--- src/hw/rtl/char_lcd_nibble_write_sequencer_assert.svh ---
// Assertion helpers for the LCD nibble sequencer.
// All checks run on clk and are off while rst_n is low.
`ifndef CHAR_LCD_NIBBLE_WRITE_SEQUENCER_ASSERT_SVH
`define CHAR_LCD_NIBBLE_WRITE_SEQUENCER_ASSERT_SVH

// Same-cycle implication.
`define CLNWS_ASSERT_NOW(lbl, ante, cons, msg) \
  lbl: assert property (@(posedge clk) disable iff (!rst_n) (ante) |-> (cons)) \
    else $error(msg);

// Next-cycle implication.
`define CLNWS_ASSERT_NEXT(lbl, ante, cons, msg) \
  lbl: assert property (@(posedge clk) disable iff (!rst_n) (ante) |=> (cons)) \
    else $error(msg);

`endif

--- src/hw/rtl/clnws_pkg.sv ---
`timescale 1ns / 1ps

package clnws_pkg;

  // Request kinds, carried on in_tuser
  typedef enum logic [1:0] {
    KIND_CMD  = 2'd0,
    KIND_DATA = 2'd1,
    KIND_DEC  = 2'd2,
    KIND_INIT = 2'd3
  } kind_t;

  localparam logic [15:0] PHASE_US    = 16'd100;
  localparam logic [15:0] CLEAR_US    = 16'd200;
  localparam logic [15:0] POWERUP_US  = 16'd50000;
  localparam logic [15:0] ACTIVATE_US = 16'd5000;
  localparam logic [7:0]  ASCII_ZERO  = 8'h30;
  localparam logic [4:0]  INIT_LAST   = 5'd22;

  // One pin phase of the power-up script
  typedef struct packed {
    logic        en;
    logic [3:0]  nib;
    logic [15:0] hold;
  } init_phase_t;

  // Powers of ten used as divisors for digit extraction
  function automatic logic [15:0] pow10(input logic [2:0] d);
    logic [15:0] p;
    unique case (d)
      3'd0:    p = 16'd1;
      3'd1:    p = 16'd10;
      3'd2:    p = 16'd100;
      3'd3:    p = 16'd1000;
      3'd4:    p = 16'd10000;
      default: p = 16'd1;
    endcase
    return p;
  endfunction

  // Rounded-up reciprocals: x / 10^d == (x * recip10(d)) >> recip_shift(d)
  // holds exactly for every 16-bit x
  function automatic logic [16:0] recip10(input logic [2:0] d);
    logic [16:0] r;
    unique case (d)
      3'd0:    r = 17'd65536;
      3'd1:    r = 17'd52429;
      3'd2:    r = 17'd83887;
      3'd3:    r = 17'd67109;
      3'd4:    r = 17'd107375;
      default: r = 17'd65536;
    endcase
    return r;
  endfunction

  function automatic logic [4:0] recip_shift(input logic [2:0] d);
    logic [4:0] s;
    unique case (d)
      3'd0:    s = 5'd16;
      3'd1:    s = 5'd19;
      3'd2:    s = 5'd23;
      3'd3:    s = 5'd26;
      3'd4:    s = 5'd30;
      default: s = 5'd16;
    endcase
    return s;
  endfunction

  // Power-up script: wait, activation pulse, then 0x28 0x08 0x01 0x06 0x0C
  function automatic init_phase_t init_phase(input logic [4:0] idx);
    init_phase_t ph;
    unique case (idx)
      5'd0:    ph = '{en: 1'b0, nib: 4'h0, hold: POWERUP_US};
      5'd1:    ph = '{en: 1'b1, nib: 4'h2, hold: 16'd0};
      5'd2:    ph = '{en: 1'b0, nib: 4'h2, hold: ACTIVATE_US};
      5'd3:    ph = '{en: 1'b1, nib: 4'h2, hold: PHASE_US};
      5'd4:    ph = '{en: 1'b0, nib: 4'h2, hold: PHASE_US};
      5'd5:    ph = '{en: 1'b1, nib: 4'h8, hold: PHASE_US};
      5'd6:    ph = '{en: 1'b0, nib: 4'h8, hold: PHASE_US};
      5'd7:    ph = '{en: 1'b1, nib: 4'h0, hold: PHASE_US};
      5'd8:    ph = '{en: 1'b0, nib: 4'h0, hold: PHASE_US};
      5'd9:    ph = '{en: 1'b1, nib: 4'h8, hold: PHASE_US};
      5'd10:   ph = '{en: 1'b0, nib: 4'h8, hold: PHASE_US};
      5'd11:   ph = '{en: 1'b1, nib: 4'h0, hold: PHASE_US};
      5'd12:   ph = '{en: 1'b0, nib: 4'h0, hold: PHASE_US};
      5'd13:   ph = '{en: 1'b1, nib: 4'h1, hold: PHASE_US};
      5'd14:   ph = '{en: 1'b0, nib: 4'h1, hold: CLEAR_US};
      5'd15:   ph = '{en: 1'b1, nib: 4'h0, hold: PHASE_US};
      5'd16:   ph = '{en: 1'b0, nib: 4'h0, hold: PHASE_US};
      5'd17:   ph = '{en: 1'b1, nib: 4'h6, hold: PHASE_US};
      5'd18:   ph = '{en: 1'b0, nib: 4'h6, hold: PHASE_US};
      5'd19:   ph = '{en: 1'b1, nib: 4'h0, hold: PHASE_US};
      5'd20:   ph = '{en: 1'b0, nib: 4'h0, hold: PHASE_US};
      5'd21:   ph = '{en: 1'b1, nib: 4'hC, hold: PHASE_US};
      5'd22:   ph = '{en: 1'b0, nib: 4'hC, hold: PHASE_US};
      default: ph = '{en: 1'b0, nib: 4'h0, hold: 16'd0};
    endcase
    return ph;
  endfunction

endpackage

--- src/hw/rtl/char_lcd_nibble_write_sequencer.sv ---
`timescale 1ns / 1ps
// Phases are registered on out, one per cycle unless out_tready stalls. Command/data byte:
//   4 phases. Decimal: per digit a quotient, then a remainder step on the shared multiplier,
//   then 4 phases; a count below MAX_DIGITS adds one pre-reduction first. Power-up: 23
//   phases. One request at a time; next taken once back idle.
// Synchronous active-low reset returns the sequencer to idle with the output empty.
module char_lcd_nibble_write_sequencer #(
  parameter int MAX_DIGITS = 4
) (
  input  logic                    clk,
  input  logic                    rst_n,
  // in_tdata: byte_value[7:0], number_value[23:8], digit_count[26:24], zero fill
  input  logic [31:0]             in_tdata,
  // in_tuser: kind[1:0]
  input  logic [1:0]              in_tuser,
  input  logic                    in_tvalid,
  output logic                    in_tready,
  // out_tdata: reg_select[0], enable_level[1], bus_nibble[5:2], hold_us[21:6], zero fill
  output logic [23:0]             out_tdata,
  output logic                    out_tlast,
  output logic                    out_tvalid,
  input  logic                    out_tready
);
  import clnws_pkg::*;

  localparam logic [2:0] ST_IDLE = 3'd0;
  localparam logic [2:0] ST_QUO  = 3'd1;
  localparam logic [2:0] ST_REM  = 3'd2;
  localparam logic [2:0] ST_EMIT = 3'd3;
  localparam logic [2:0] ST_INIT = 3'd4;

  localparam logic [2:0] MAX_D  = 3'(MAX_DIGITS);
  localparam logic [2:0] LEAD_D = 3'(MAX_DIGITS - 1);

  logic [2:0]  state_r, state_nxt;
  logic [15:0] quo_r, quo_nxt;
  logic [15:0] num_r, num_nxt;
  logic [2:0]  d_r, d_nxt;
  logic        pre_r, pre_nxt;
  logic [7:0]  byte_r, byte_nxt;
  logic        rs_r, rs_nxt;
  logic        last_byte_r, last_byte_nxt;
  logic [1:0]  ph_r, ph_nxt;
  logic [4:0]  idx_r, idx_nxt;

  logic        out_valid_r;
  logic [21:0] out_data_r;
  logic        out_last_r;

  logic        in_fire;
  logic [1:0]  in_kind;
  logic [7:0]  in_byte;
  logic [15:0] in_num;
  logic [2:0]  in_cnt;

  logic [2:0]  pw;
  logic [15:0] mul_a;
  logic [16:0] mul_b;
  logic [32:0] mul_p;
  logic [15:0] quo_calc;
  logic [15:0] rem_calc;

  logic        slot_free;
  logic        phase_vld;
  logic        advance;
  init_phase_t ip;
  logic        ph_en;
  logic [3:0]  ph_nib;
  logic [15:0] ph_hold;
  logic        ph_last;

  assign in_tready = (state_r == ST_IDLE);
  assign in_fire   = in_tvalid && in_tready;
  assign in_kind   = in_tuser;
  assign in_byte   = in_tdata[7:0];
  assign in_num    = in_tdata[23:8];
  assign in_cnt    = in_tdata[26:24];

  // Shared multiplier: reciprocal for the quotient, then power of ten for the remainder
  assign pw       = pre_r ? (d_r + 3'd1) : d_r;
  assign mul_a    = (state_r == ST_REM) ? quo_r : num_r;
  assign mul_b    = (state_r == ST_REM) ? {1'b0, pow10(pw)} : recip10(pw);
  assign mul_p    = {17'd0, mul_a} * {16'd0, mul_b};
  assign quo_calc = 16'(mul_p >> recip_shift(pw));
  assign rem_calc = num_r - mul_p[15:0];

  // Phase generation for the current request
  assign slot_free = !out_valid_r || out_tready;
  assign phase_vld = (state_r == ST_EMIT) || (state_r == ST_INIT);
  assign advance   = slot_free && phase_vld;
  assign ip        = init_phase(idx_r);

  always_comb begin
    if (state_r == ST_INIT) begin
      ph_en   = ip.en;
      ph_nib  = ip.nib;
      ph_hold = ip.hold;
      ph_last = (idx_r == INIT_LAST);
    end else begin
      ph_en   = ~ph_r[0];
      ph_nib  = ph_r[1] ? byte_r[3:0] : byte_r[7:4];
      ph_hold = PHASE_US;
      ph_last = last_byte_r && (ph_r == 2'd3);
    end
  end

  // Sequencer
  always_comb begin
    state_nxt     = state_r;
    quo_nxt       = quo_r;
    num_nxt       = num_r;
    d_nxt         = d_r;
    pre_nxt       = pre_r;
    byte_nxt      = byte_r;
    rs_nxt        = rs_r;
    last_byte_nxt = last_byte_r;
    ph_nxt        = ph_r;
    idx_nxt       = idx_r;
    unique case (state_r)
      ST_IDLE: begin
        if (in_fire) begin
          priority if (in_kind == KIND_CMD || in_kind == KIND_DATA) begin
            byte_nxt      = in_byte;
            rs_nxt        = in_kind[0];
            last_byte_nxt = 1'b1;
            ph_nxt        = 2'd0;
            state_nxt     = ST_EMIT;
          end else if (in_kind == KIND_DEC) begin
            if (in_cnt != 3'd0 && in_cnt <= MAX_D) begin
              num_nxt   = in_num;
              d_nxt     = in_cnt - 3'd1;
              // keep only the printed digits first: num mod 10^count
              pre_nxt   = (in_cnt != MAX_D);
              state_nxt = ST_QUO;
            end
          end else begin
            idx_nxt   = 5'd0;
            state_nxt = ST_INIT;
          end
        end
      end
      ST_QUO: begin
        quo_nxt   = quo_calc;
        state_nxt = ST_REM;
      end
      ST_REM: begin
        num_nxt = rem_calc;
        if (pre_r) begin
          pre_nxt   = 1'b0;
          state_nxt = ST_QUO;
        end else begin
          // leading digit wraps in 8 bits, lower ones are already below ten
          byte_nxt      = quo_r[7:0] + ASCII_ZERO;
          rs_nxt        = 1'b1;
          last_byte_nxt = (d_r == 3'd0);
          ph_nxt        = 2'd0;
          state_nxt     = ST_EMIT;
        end
      end
      ST_EMIT: begin
        if (advance) begin
          ph_nxt = ph_r + 2'd1;
          if (ph_r == 2'd3) begin
            if (last_byte_r) begin
              state_nxt = ST_IDLE;
            end else begin
              d_nxt     = d_r - 3'd1;
              state_nxt = ST_QUO;
            end
          end
        end
      end
      ST_INIT: begin
        if (advance) begin
          idx_nxt = idx_r + 5'd1;
          if (idx_r == INIT_LAST) begin
            state_nxt = ST_IDLE;
          end
        end
      end
      default: begin
        state_nxt = ST_IDLE;
      end
    endcase
  end

  // Control registers
  always_ff @(posedge clk) begin
    if (!rst_n) begin
      state_r     <= ST_IDLE;
      out_valid_r <= 1'b0;
    end else begin
      state_r <= state_nxt;
      if (slot_free) begin
        out_valid_r <= phase_vld;
      end
    end
  end

  // Datapath registers
  always_ff @(posedge clk) begin
    quo_r       <= quo_nxt;
    num_r       <= num_nxt;
    d_r         <= d_nxt;
    pre_r       <= pre_nxt;
    byte_r      <= byte_nxt;
    rs_r        <= rs_nxt;
    last_byte_r <= last_byte_nxt;
    ph_r        <= ph_nxt;
    idx_r       <= idx_nxt;
    if (advance) begin
      out_data_r <= {ph_hold, ph_nib, ph_en, (state_r == ST_INIT) ? 1'b0 : rs_r};
      out_last_r <= ph_last;
    end
  end

  assign out_tvalid = out_valid_r;
  assign out_tdata  = {2'b00, out_data_r};
  assign out_tlast  = out_last_r;

`include "char_lcd_nibble_write_sequencer_assert.svh"

  `CLNWS_ASSERT_NEXT(a_quo_then_rem, state_r == ST_QUO, state_r == ST_REM, "no remainder step")
  `CLNWS_ASSERT_NOW(a_rem_fits, state_r == ST_REM, mul_p[32:16] == 17'd0 && mul_p[15:0] <= num_r, "remainder borrow")
  `CLNWS_ASSERT_NOW(a_digit_range, state_r == ST_REM && !pre_r && d_r != LEAD_D, quo_r < 16'd10, "digit over nine")
  `CLNWS_ASSERT_NOW(a_last_enable_low, out_tvalid && out_tlast, !out_tdata[1], "final phase must drop enable")
  `CLNWS_ASSERT_NEXT(a_byte_emit, in_fire && (in_tuser == KIND_CMD || in_tuser == KIND_DATA), state_r == ST_EMIT, "byte request not emitting")

endmodule
--- config.mk ---
export PLATFORM = sky130hd
export DESIGN_NAME = char_lcd_nibble_write_sequencer
export DESIGN_NICKNAME = d
export VERILOG_FILES = /design/src/hw/rtl/clnws_pkg.sv /design/src/hw/rtl/char_lcd_nibble_write_sequencer.sv
export VERILOG_INCLUDE_DIRS = /design/src /design/src/hw/rtl
export SDC_FILE = /design/constraint.sdc
export NUM_CORES = 1
export LEC_CHECK = 0
export ABC_AREA = 1
export BUFFER_PORTS_ARGS = -buffer_cell sky130_fd_sc_hd__buf_2
export CORE_MARGIN = 2
export CORE_UTILIZATION = 35
export CTS_CLUSTER_DIAMETER = 100
export CTS_CLUSTER_SIZE = 20
export DETAILED_ROUTE_END_ITERATION = 10
export MAX_ROUTING_LAYER = met4
export PLACE_DENSITY = 0.49
export RECOVER_POWER = 50
export SLEW_MARGIN = 20
export SYNTH_ARGS = -nofsm -noshare
export SYNTH_HDL_FRONTEND = slang
export SYNTH_SLANG_ARGS = --single-unit
--- constraint.sdc ---
create_clock -name clk -period 14.5 [get_ports clk]
set_input_delay 0.725 -clock clk [delete_from_list [all_inputs] [get_ports clk]]
set_output_delay 0.725 -clock clk [all_outputs]
set_load 0.005 [all_outputs]
=== After elaboration in Yosys (flattened, before gate mapping) ===
Memories as Yosys holds them, arrays and structs flattened. A register that Yosys moved wholly into a read port is not among the register bits.
Index checks and enable logic that the tools add are counted.

* Flip-flop bits (word level): 80
* Word-level logic and storage cells: 137
* Output and inout port bits: 27
* Bits in read-only memories: 512
* Memories: 1
* Bits of input ports: 38

* Bitwise operators: 1
* Muxes and demuxes: 62
* Reduce and logical (&&, ||, !) cells: 22
* $add $sub $neg: 7
* Magnitude comparators: 1
* Shift operators: 1
* Equality and inequality tests: 26
* $mul: 1

{| class="wikitable"
|+ Memories
! memory !! words !! width !! rd ports !! clocked after Yosys merged registers in !! wr ports !! RTL line !! text
|-
| (name not given) || 32 || 16 || 1 || 1 || 0 || clnws_pkg.sv:72 || <nowiki>unique case (idx)</nowiki>
|}

{| class="wikitable"
|+ Operators by type and width
! kind !! number
|-
| $mux W16 || 5
|-
| $pmux W17 S4 || 1
|-
| $pmux W14 S4 || 1
|-
| $mux W3 || 16
|-
| $mul A16 B17 Y33 || 1
|-
| $shr A33 B5 Y16 || 1
|-
| $pmux W16 S2 || 1
|-
| $mux W5 || 5
|-
| $mux W8 || 3
|-
| $mux W17 || 1
|-
| $pmux W4 S4 || 1
|-
| $pmux W8 S2 || 1
|-
| $sub A16 B16 Y16 || 1
|-
| $pmux W3 S5 || 1
|-
| $reduce_and A5 Y1 || 3
|-
| $ne A2 B2 Y1 const B || 7
|-
| $mux W1 || 13
|-
| $eq A3 B2 Y1 const B || 4
|-
| $mux W2 || 5
|-
| $ne A2 B1 Y1 const B || 5
|-
| $pmux W5 S2 || 1
|-
| $add A8 B6 Y8 const B || 1
|-
| $mux W4 || 2
|-
| $reduce_and A8 Y1 || 1
|-
| other kinds (25) || 40
|}

=== Logic depth before layout (Yosys ltp) ===
* Depth after elaboration: 8
* Gate-level depth with buffers: 44
* Mapped depth without buffers: 43

=== Worst setup path after synthesis ===
OpenSTA, ideal clock, no wires.

* Kind: register to register
* From: reg d_r[0]
* To: reg num_r[15], data pin
* Stages on the path, launching flop included: 40
* Setup slack: 6.855 ns
* Arrival: 7.391 ns
* Path buffers: 2
* Setup time: 0.253 ns
* Cell sequence: edfxtp_1 inv_1 ha_1 or2_1 o21ai_2 inv_2 nand3_2 nand2_4 inv_2 buf_2 nor2_1 a21oi_1 buf_2 nor2_1 fa_1 inv_1 fa_1 inv_1 (+4 left out) fa_1 inv_1 fa_1 inv_1 ha_1 nand2_1 nor2_1 nand3_1 nand3_1 xnor2_1 ha_1 nand2_1 inv_1 a221oi_1 o211ai_1 or2_2 nand3_1 nand2_1

* Cells in the longest elaborated chain, start to end: 8

{| class="wikitable"
|+ RTL lines
! element !! RTL line !! text
|-
| from (decl) || char_lcd_nibble_write_sequencer.sv:38 || <nowiki>logic [2:0] d_r, d_nxt;</nowiki>
|-
| from (signal assigned) || char_lcd_nibble_write_sequencer.sv:204 || <nowiki>d_r <= d_nxt;</nowiki>
|-
| $add A3 B1 Y3 || char_lcd_nibble_write_sequencer.sv:80 || <nowiki>assign pw = pre_r ? (d_r + 3'd1) : d_r;</nowiki>
|-
| $mux W3 (*) || char_lcd_nibble_write_sequencer.sv:80 ||
|-
| $eq A3 B3 Y1 (tied with other cells) || clnws_pkg.sv:30, clnws_pkg.sv:45 ||
|-
| $pmux W17 S4 or $pmux W14 S4 (tied branches) || clnws_pkg.sv:45, clnws_pkg.sv:30 ||
|-
| $mux W17 (*) || char_lcd_nibble_write_sequencer.sv:82 || <nowiki>assign mul_b = (state_r == ST_REM) ? {1'b0, pow10(pw)} : recip10(pw);</nowiki>
|-
| $mul A16 B17 Y33 (*) || char_lcd_nibble_write_sequencer.sv:83 || <nowiki>assign mul_p = {17'd0, mul_a} * {16'd0, mul_b};</nowiki>
|-
| $sub A16 B16 Y16 (*) || char_lcd_nibble_write_sequencer.sv:85 || <nowiki>assign rem_calc = num_r - mul_p[15:0];</nowiki>
|-
| $pmux W16 S2 (*) || char_lcd_nibble_write_sequencer.sv:119 || <nowiki>unique case (state_r)</nowiki>
|-
| named net num_nxt[15] || char_lcd_nibble_write_sequencer.sv:37 || <nowiki>logic [15:0] num_r, num_nxt;</nowiki>
|-
| to (signal assigned) || char_lcd_nibble_write_sequencer.sv:203 || <nowiki>num_r <= num_nxt;</nowiki>
|-
| to (decl) || char_lcd_nibble_write_sequencer.sv:37 ||
|}

The timed path passes the listed nets; every way through them passes the cells marked *.
A chain may end at the register's enable or synchronous reset.

=== Final worst setup path ===
* From: reg state_r[2]
* To: reg num_r[15], data pin

* Cells in the longest elaborated chain, start to end: 5

{| class="wikitable"
|+ RTL lines
! element !! RTL line !! text
|-
| from (decl) || char_lcd_nibble_write_sequencer.sv:35 || <nowiki>logic [2:0] state_r, state_nxt;</nowiki>
|-
| from (signal assigned) || char_lcd_nibble_write_sequencer.sv:193 || <nowiki>state_r <= state_nxt;</nowiki>
|-
| $eq A3 B2 Y1 || char_lcd_nibble_write_sequencer.sv:81, char_lcd_nibble_write_sequencer.sv:82, char_lcd_nibble_write_sequencer.sv:119 ||
|-
| $mux W16 or $mux W17 (tied branches) || char_lcd_nibble_write_sequencer.sv:81, char_lcd_nibble_write_sequencer.sv:82 ||
|-
| $mul A16 B17 Y33 || char_lcd_nibble_write_sequencer.sv:83 ||
|-
| $sub A16 B16 Y16 || char_lcd_nibble_write_sequencer.sv:85 ||
|-
| $pmux W16 S2 (*) || char_lcd_nibble_write_sequencer.sv:119 ||
|-
| named net num_nxt[15] || char_lcd_nibble_write_sequencer.sv:37 ||
|}

Marked as above.

==> results.py <==
metrics = {
    "route": {
        "vias_per_cell": 4.86,
        "drtAntennaViolNets": 0,
        "drc": 0,
        "drt-total-wl_mm": 45.8,
        "num_vias": 12652,
        "drt_pass1_iterations": 6,
        "drt_iter0_markers": 847,
        "wl_per_cell_um": 17.6,
    },
    "floorplan": {
        "fp.dieH_um": 210,
        "start_util_pct": 35.4,
        "pin_count": 65,
        "die_x_um": 210,
        "rows": 75,
        "coreArea_um2": 41900,
        "dieArea_um2": 43900,
    },
    "yosys": {
        "yosys.cell_types.count": 53,
        "synth_top_cell_by_area": "fa_1",
        "ys_warn_count": 0,
        "synth_cells": 2023,
        "synth_edf_count": 66,
        "synthFlopType": "edfxtp_1",
        "syn_area_per_cell_um2": 7.31,
        "ys_async_sr_fraction_pct": 0,
        "synth_area_leaders": "fa_1, nand2_1, edfxtp_1, ha_1, inv_1",
        "synth_area_um2": 14800,
        "ys_ff_latch": 81,
        "synth_top_cell_area_share_pct": 26.1,
        "yosysSeqAreaShare_pct": 15.4,
    },
    "clock_network": {
        "postCtsHoldBufs": 0,
        "cts_made_buffers": 9,
        "cts_tree": "yes",
        "cts_root_buf": "clkbuf_16",
        "ctsResizeCount": 0,
        "cts.sinks": 81,
        "postCtsSetupRepairBufs": 0,
        "clkLatencyLatePin_ps": 340,
        "clock_path_buffers": 2,
        "clkSlewWorstSetupHoldPaths_ps": 70,
        "cts_htree_levels": 3,
    },
    "critical_path": {
        "startpoint_type": "register",
        "worstPathMaxFanout": 43,
        "path_class": "reg -> reg",
        "cp_top_family": "adder cells",
        "end_kind": "register",
        "max_stage_delay_ps": 1280,
        "required_ps": 14590,
        "worstPathArrival_ps": 10690,
        "cp.buffers_inverters": 8,
        "crit_slowest_cell": "clkbuf_1",
    },
    "global_routing": {
        "top_usage_layer": "met2",
        "groute.layer.met1.usage_pct": 31.0,
        "grt_max_degree": 44,
        "grt_remaining_overflow": 0,
        "grt_usage_pct": 22.1,
        "grt_use_met2_pct": 34.8,
        "antenna_found_initial": 0,
        "grt_pass1_wl_mm": 71.8,
        "gr-usage-met3_pct": 2.21,
        "grt_pass1_vias": 12627,
    },
    "placed_design": {
        "dpl.hpwl_mm": 38.6,
        "globalplace.congestion": 0.989,
        "io_buffer_count": 52,
    },
    "run": {
        "drv_cap": 2,
    },
    "cells_and_area": {
        "area_delta_synth_final_pct": 7.38,
        "seqCellArea_um2": 2280,
        "antenna-diode-count": 0,
        "filler_cell_count": 4529,
        "drive_above_1_share_pct": 5.28,
        "multi_input_area_um2": 10500,
        "finalNetCount": 2439,
    },
    "run_status": {
        "violations": "max-capacitance violations, max-slew violations",
        "status": "finished, violations left",
    },
    "hold_path": {
        "min_path_type": "reg -> reg",
    },
    "timing": {
        "rsz0062_at_grt": "no",
        "setup_viol": 0,
        "max_slew_margin_pct": -21.7,
        "fin_tns_setup_ps": 0,
        "finalCriticalPeriod_ps": 10600,
        "max_slew.worst_pin.slew_ps": 1830,
        "timing.final.crit_share_pct": 73.1,
        "maxSlewViolCount": 78,
        "clock_skew_ps": 9.63,
        "hold_violations": 0,
        "max_clock_freq_mhz": 94.3,
    },
}
## placed cells by master, fill, tap and decap left out, types with 3 or more instances in the layout
master and n:
o21ai_2 4, ha_1 150, dfxtp_1 15, clkbuf_16 10
a31oi_1 4, nand4_1 7, nand2_1 531, clkbuf_1 13
nand2_2 3, nor3_1 12, inv_2 14, nand3b_1 4
a21oi_1 37, edfxtp_1 66, a21o_1 3, nor2_1 216
xnor2_1 17, fa_1 193, buf_2 43, xor2_1 11
o21ai_0 52, o21ai_1 6, inv_1 469, or2_2 10
buf_4 6, nand3_1 123, conb_1 7
## cell families (layout without fill, tap and decap cells)
group | count (synthesis) | in the layout | synth area share [%]
AO/OA/AOI/OAI | 120 | 120 | 4.54
XOR/XNOR | 29 | 29 | 1.77
adder cells (fa/ha/maj) | 343 | 343 | 38.8
buffers and inverters | 530 | 564 | 13.9
flip-flops | 81 | 81 | 15.4
multiplexers | 1 | 1 | 0.0677
other | 1 | 7 | 0.0253
AND/OR/NAND/NOR | 918 | 918 | 25.4
## cells in the mapped netlist (13+ instances only)
library cell and n:
nor2_1 216, fa_1 193, ha_1 150, dfxtp_1 15, a21oi_1 38, nand3_1 123, nand2_1 531, edfxtp_1 66
inv_1 467, xnor2_1 17, inv_2 16, clkbuf_1 18, buf_4 13, o21ai_0 52
## final cells by class
| cell class | instances | share of cell area, % |
|---|---|---|
| clock buffers | 10 | 1.58 |
| flip-flops and latches | 81 | 14.4 |
| repair buffers | 62 | 1.95 |
| well taps | 539 | 4.24 |
| clock inverters | 6 | 0.488 |
| multi-input cells | 1418 | 65.9 |
| inverters | 486 | 11.5 |
## worst paths after layout
kind,from,to,slack (ps),depth (start not counted)
hold / removal,ip[5],out_data_r[11],490,1
setup / recovery,state_r[2],num_r[15],3900,31
hold reg to reg,ip[5],out_data_r[11],490,1
setup reg to reg,state_r[2],num_r[15],3900,31
## worst reg2reg max path, delay by kind of cell, from the launching register on
family	cells	cell delay, ps
AND/OR/NAND/NOR	11	2330
XOR/XNOR	1	170
flip-flops	1	460
buffers and inverters	8	2820
AO/OA/AOI/OAI	3	1070
adder cells (fa/ha/maj)	8	3500
## flip-flops by register name (all words and copies together), names as in the netlist
name,flops
pre_r,1
state_r,3
d_r,3
last_byte_r,1
num_r,16
out_data_r,12
out_tvalid,1
ph_r,2
byte_r,8
out_tlast,1
rs_r,1
idx_r,5
ip,11
quo_r,16
## metrics by stage
| stage | instance area [um2] | hold WS (ps) | std cells | setup slack [ps] | util (%) |
|---|---|---|---|---|---|
| final | 15900 | 490 | 2602 | 3900 | 38.0 |
| after global routing | 15900 | 498 | 2602 | 3090 | 38.0 |
| after floorplan | 14800 | 467 | 2029 | 6860 | - |
| after global placement | 15600 | 477 | 2586 | 4490 | 37.3 |
| after CTS | 15900 | 493 | 2602 | 4360 | 38.1 |
| after detailed placement | 15600 | 476 | 2586 | 4410 | 37.3 |
## per-layer routing
metal	wire length, um	part of all wire [%]	vias to the layer above
li1	-	-	6139
met1	21100	46	6078
met2	21000	46	395
met3	2740	6.0	40
met4	890	1.9	0
met5	0	0	-
Power is not shown: default switching activity piles up to over one toggle a cycle in this logic, so the estimate is an artifact.
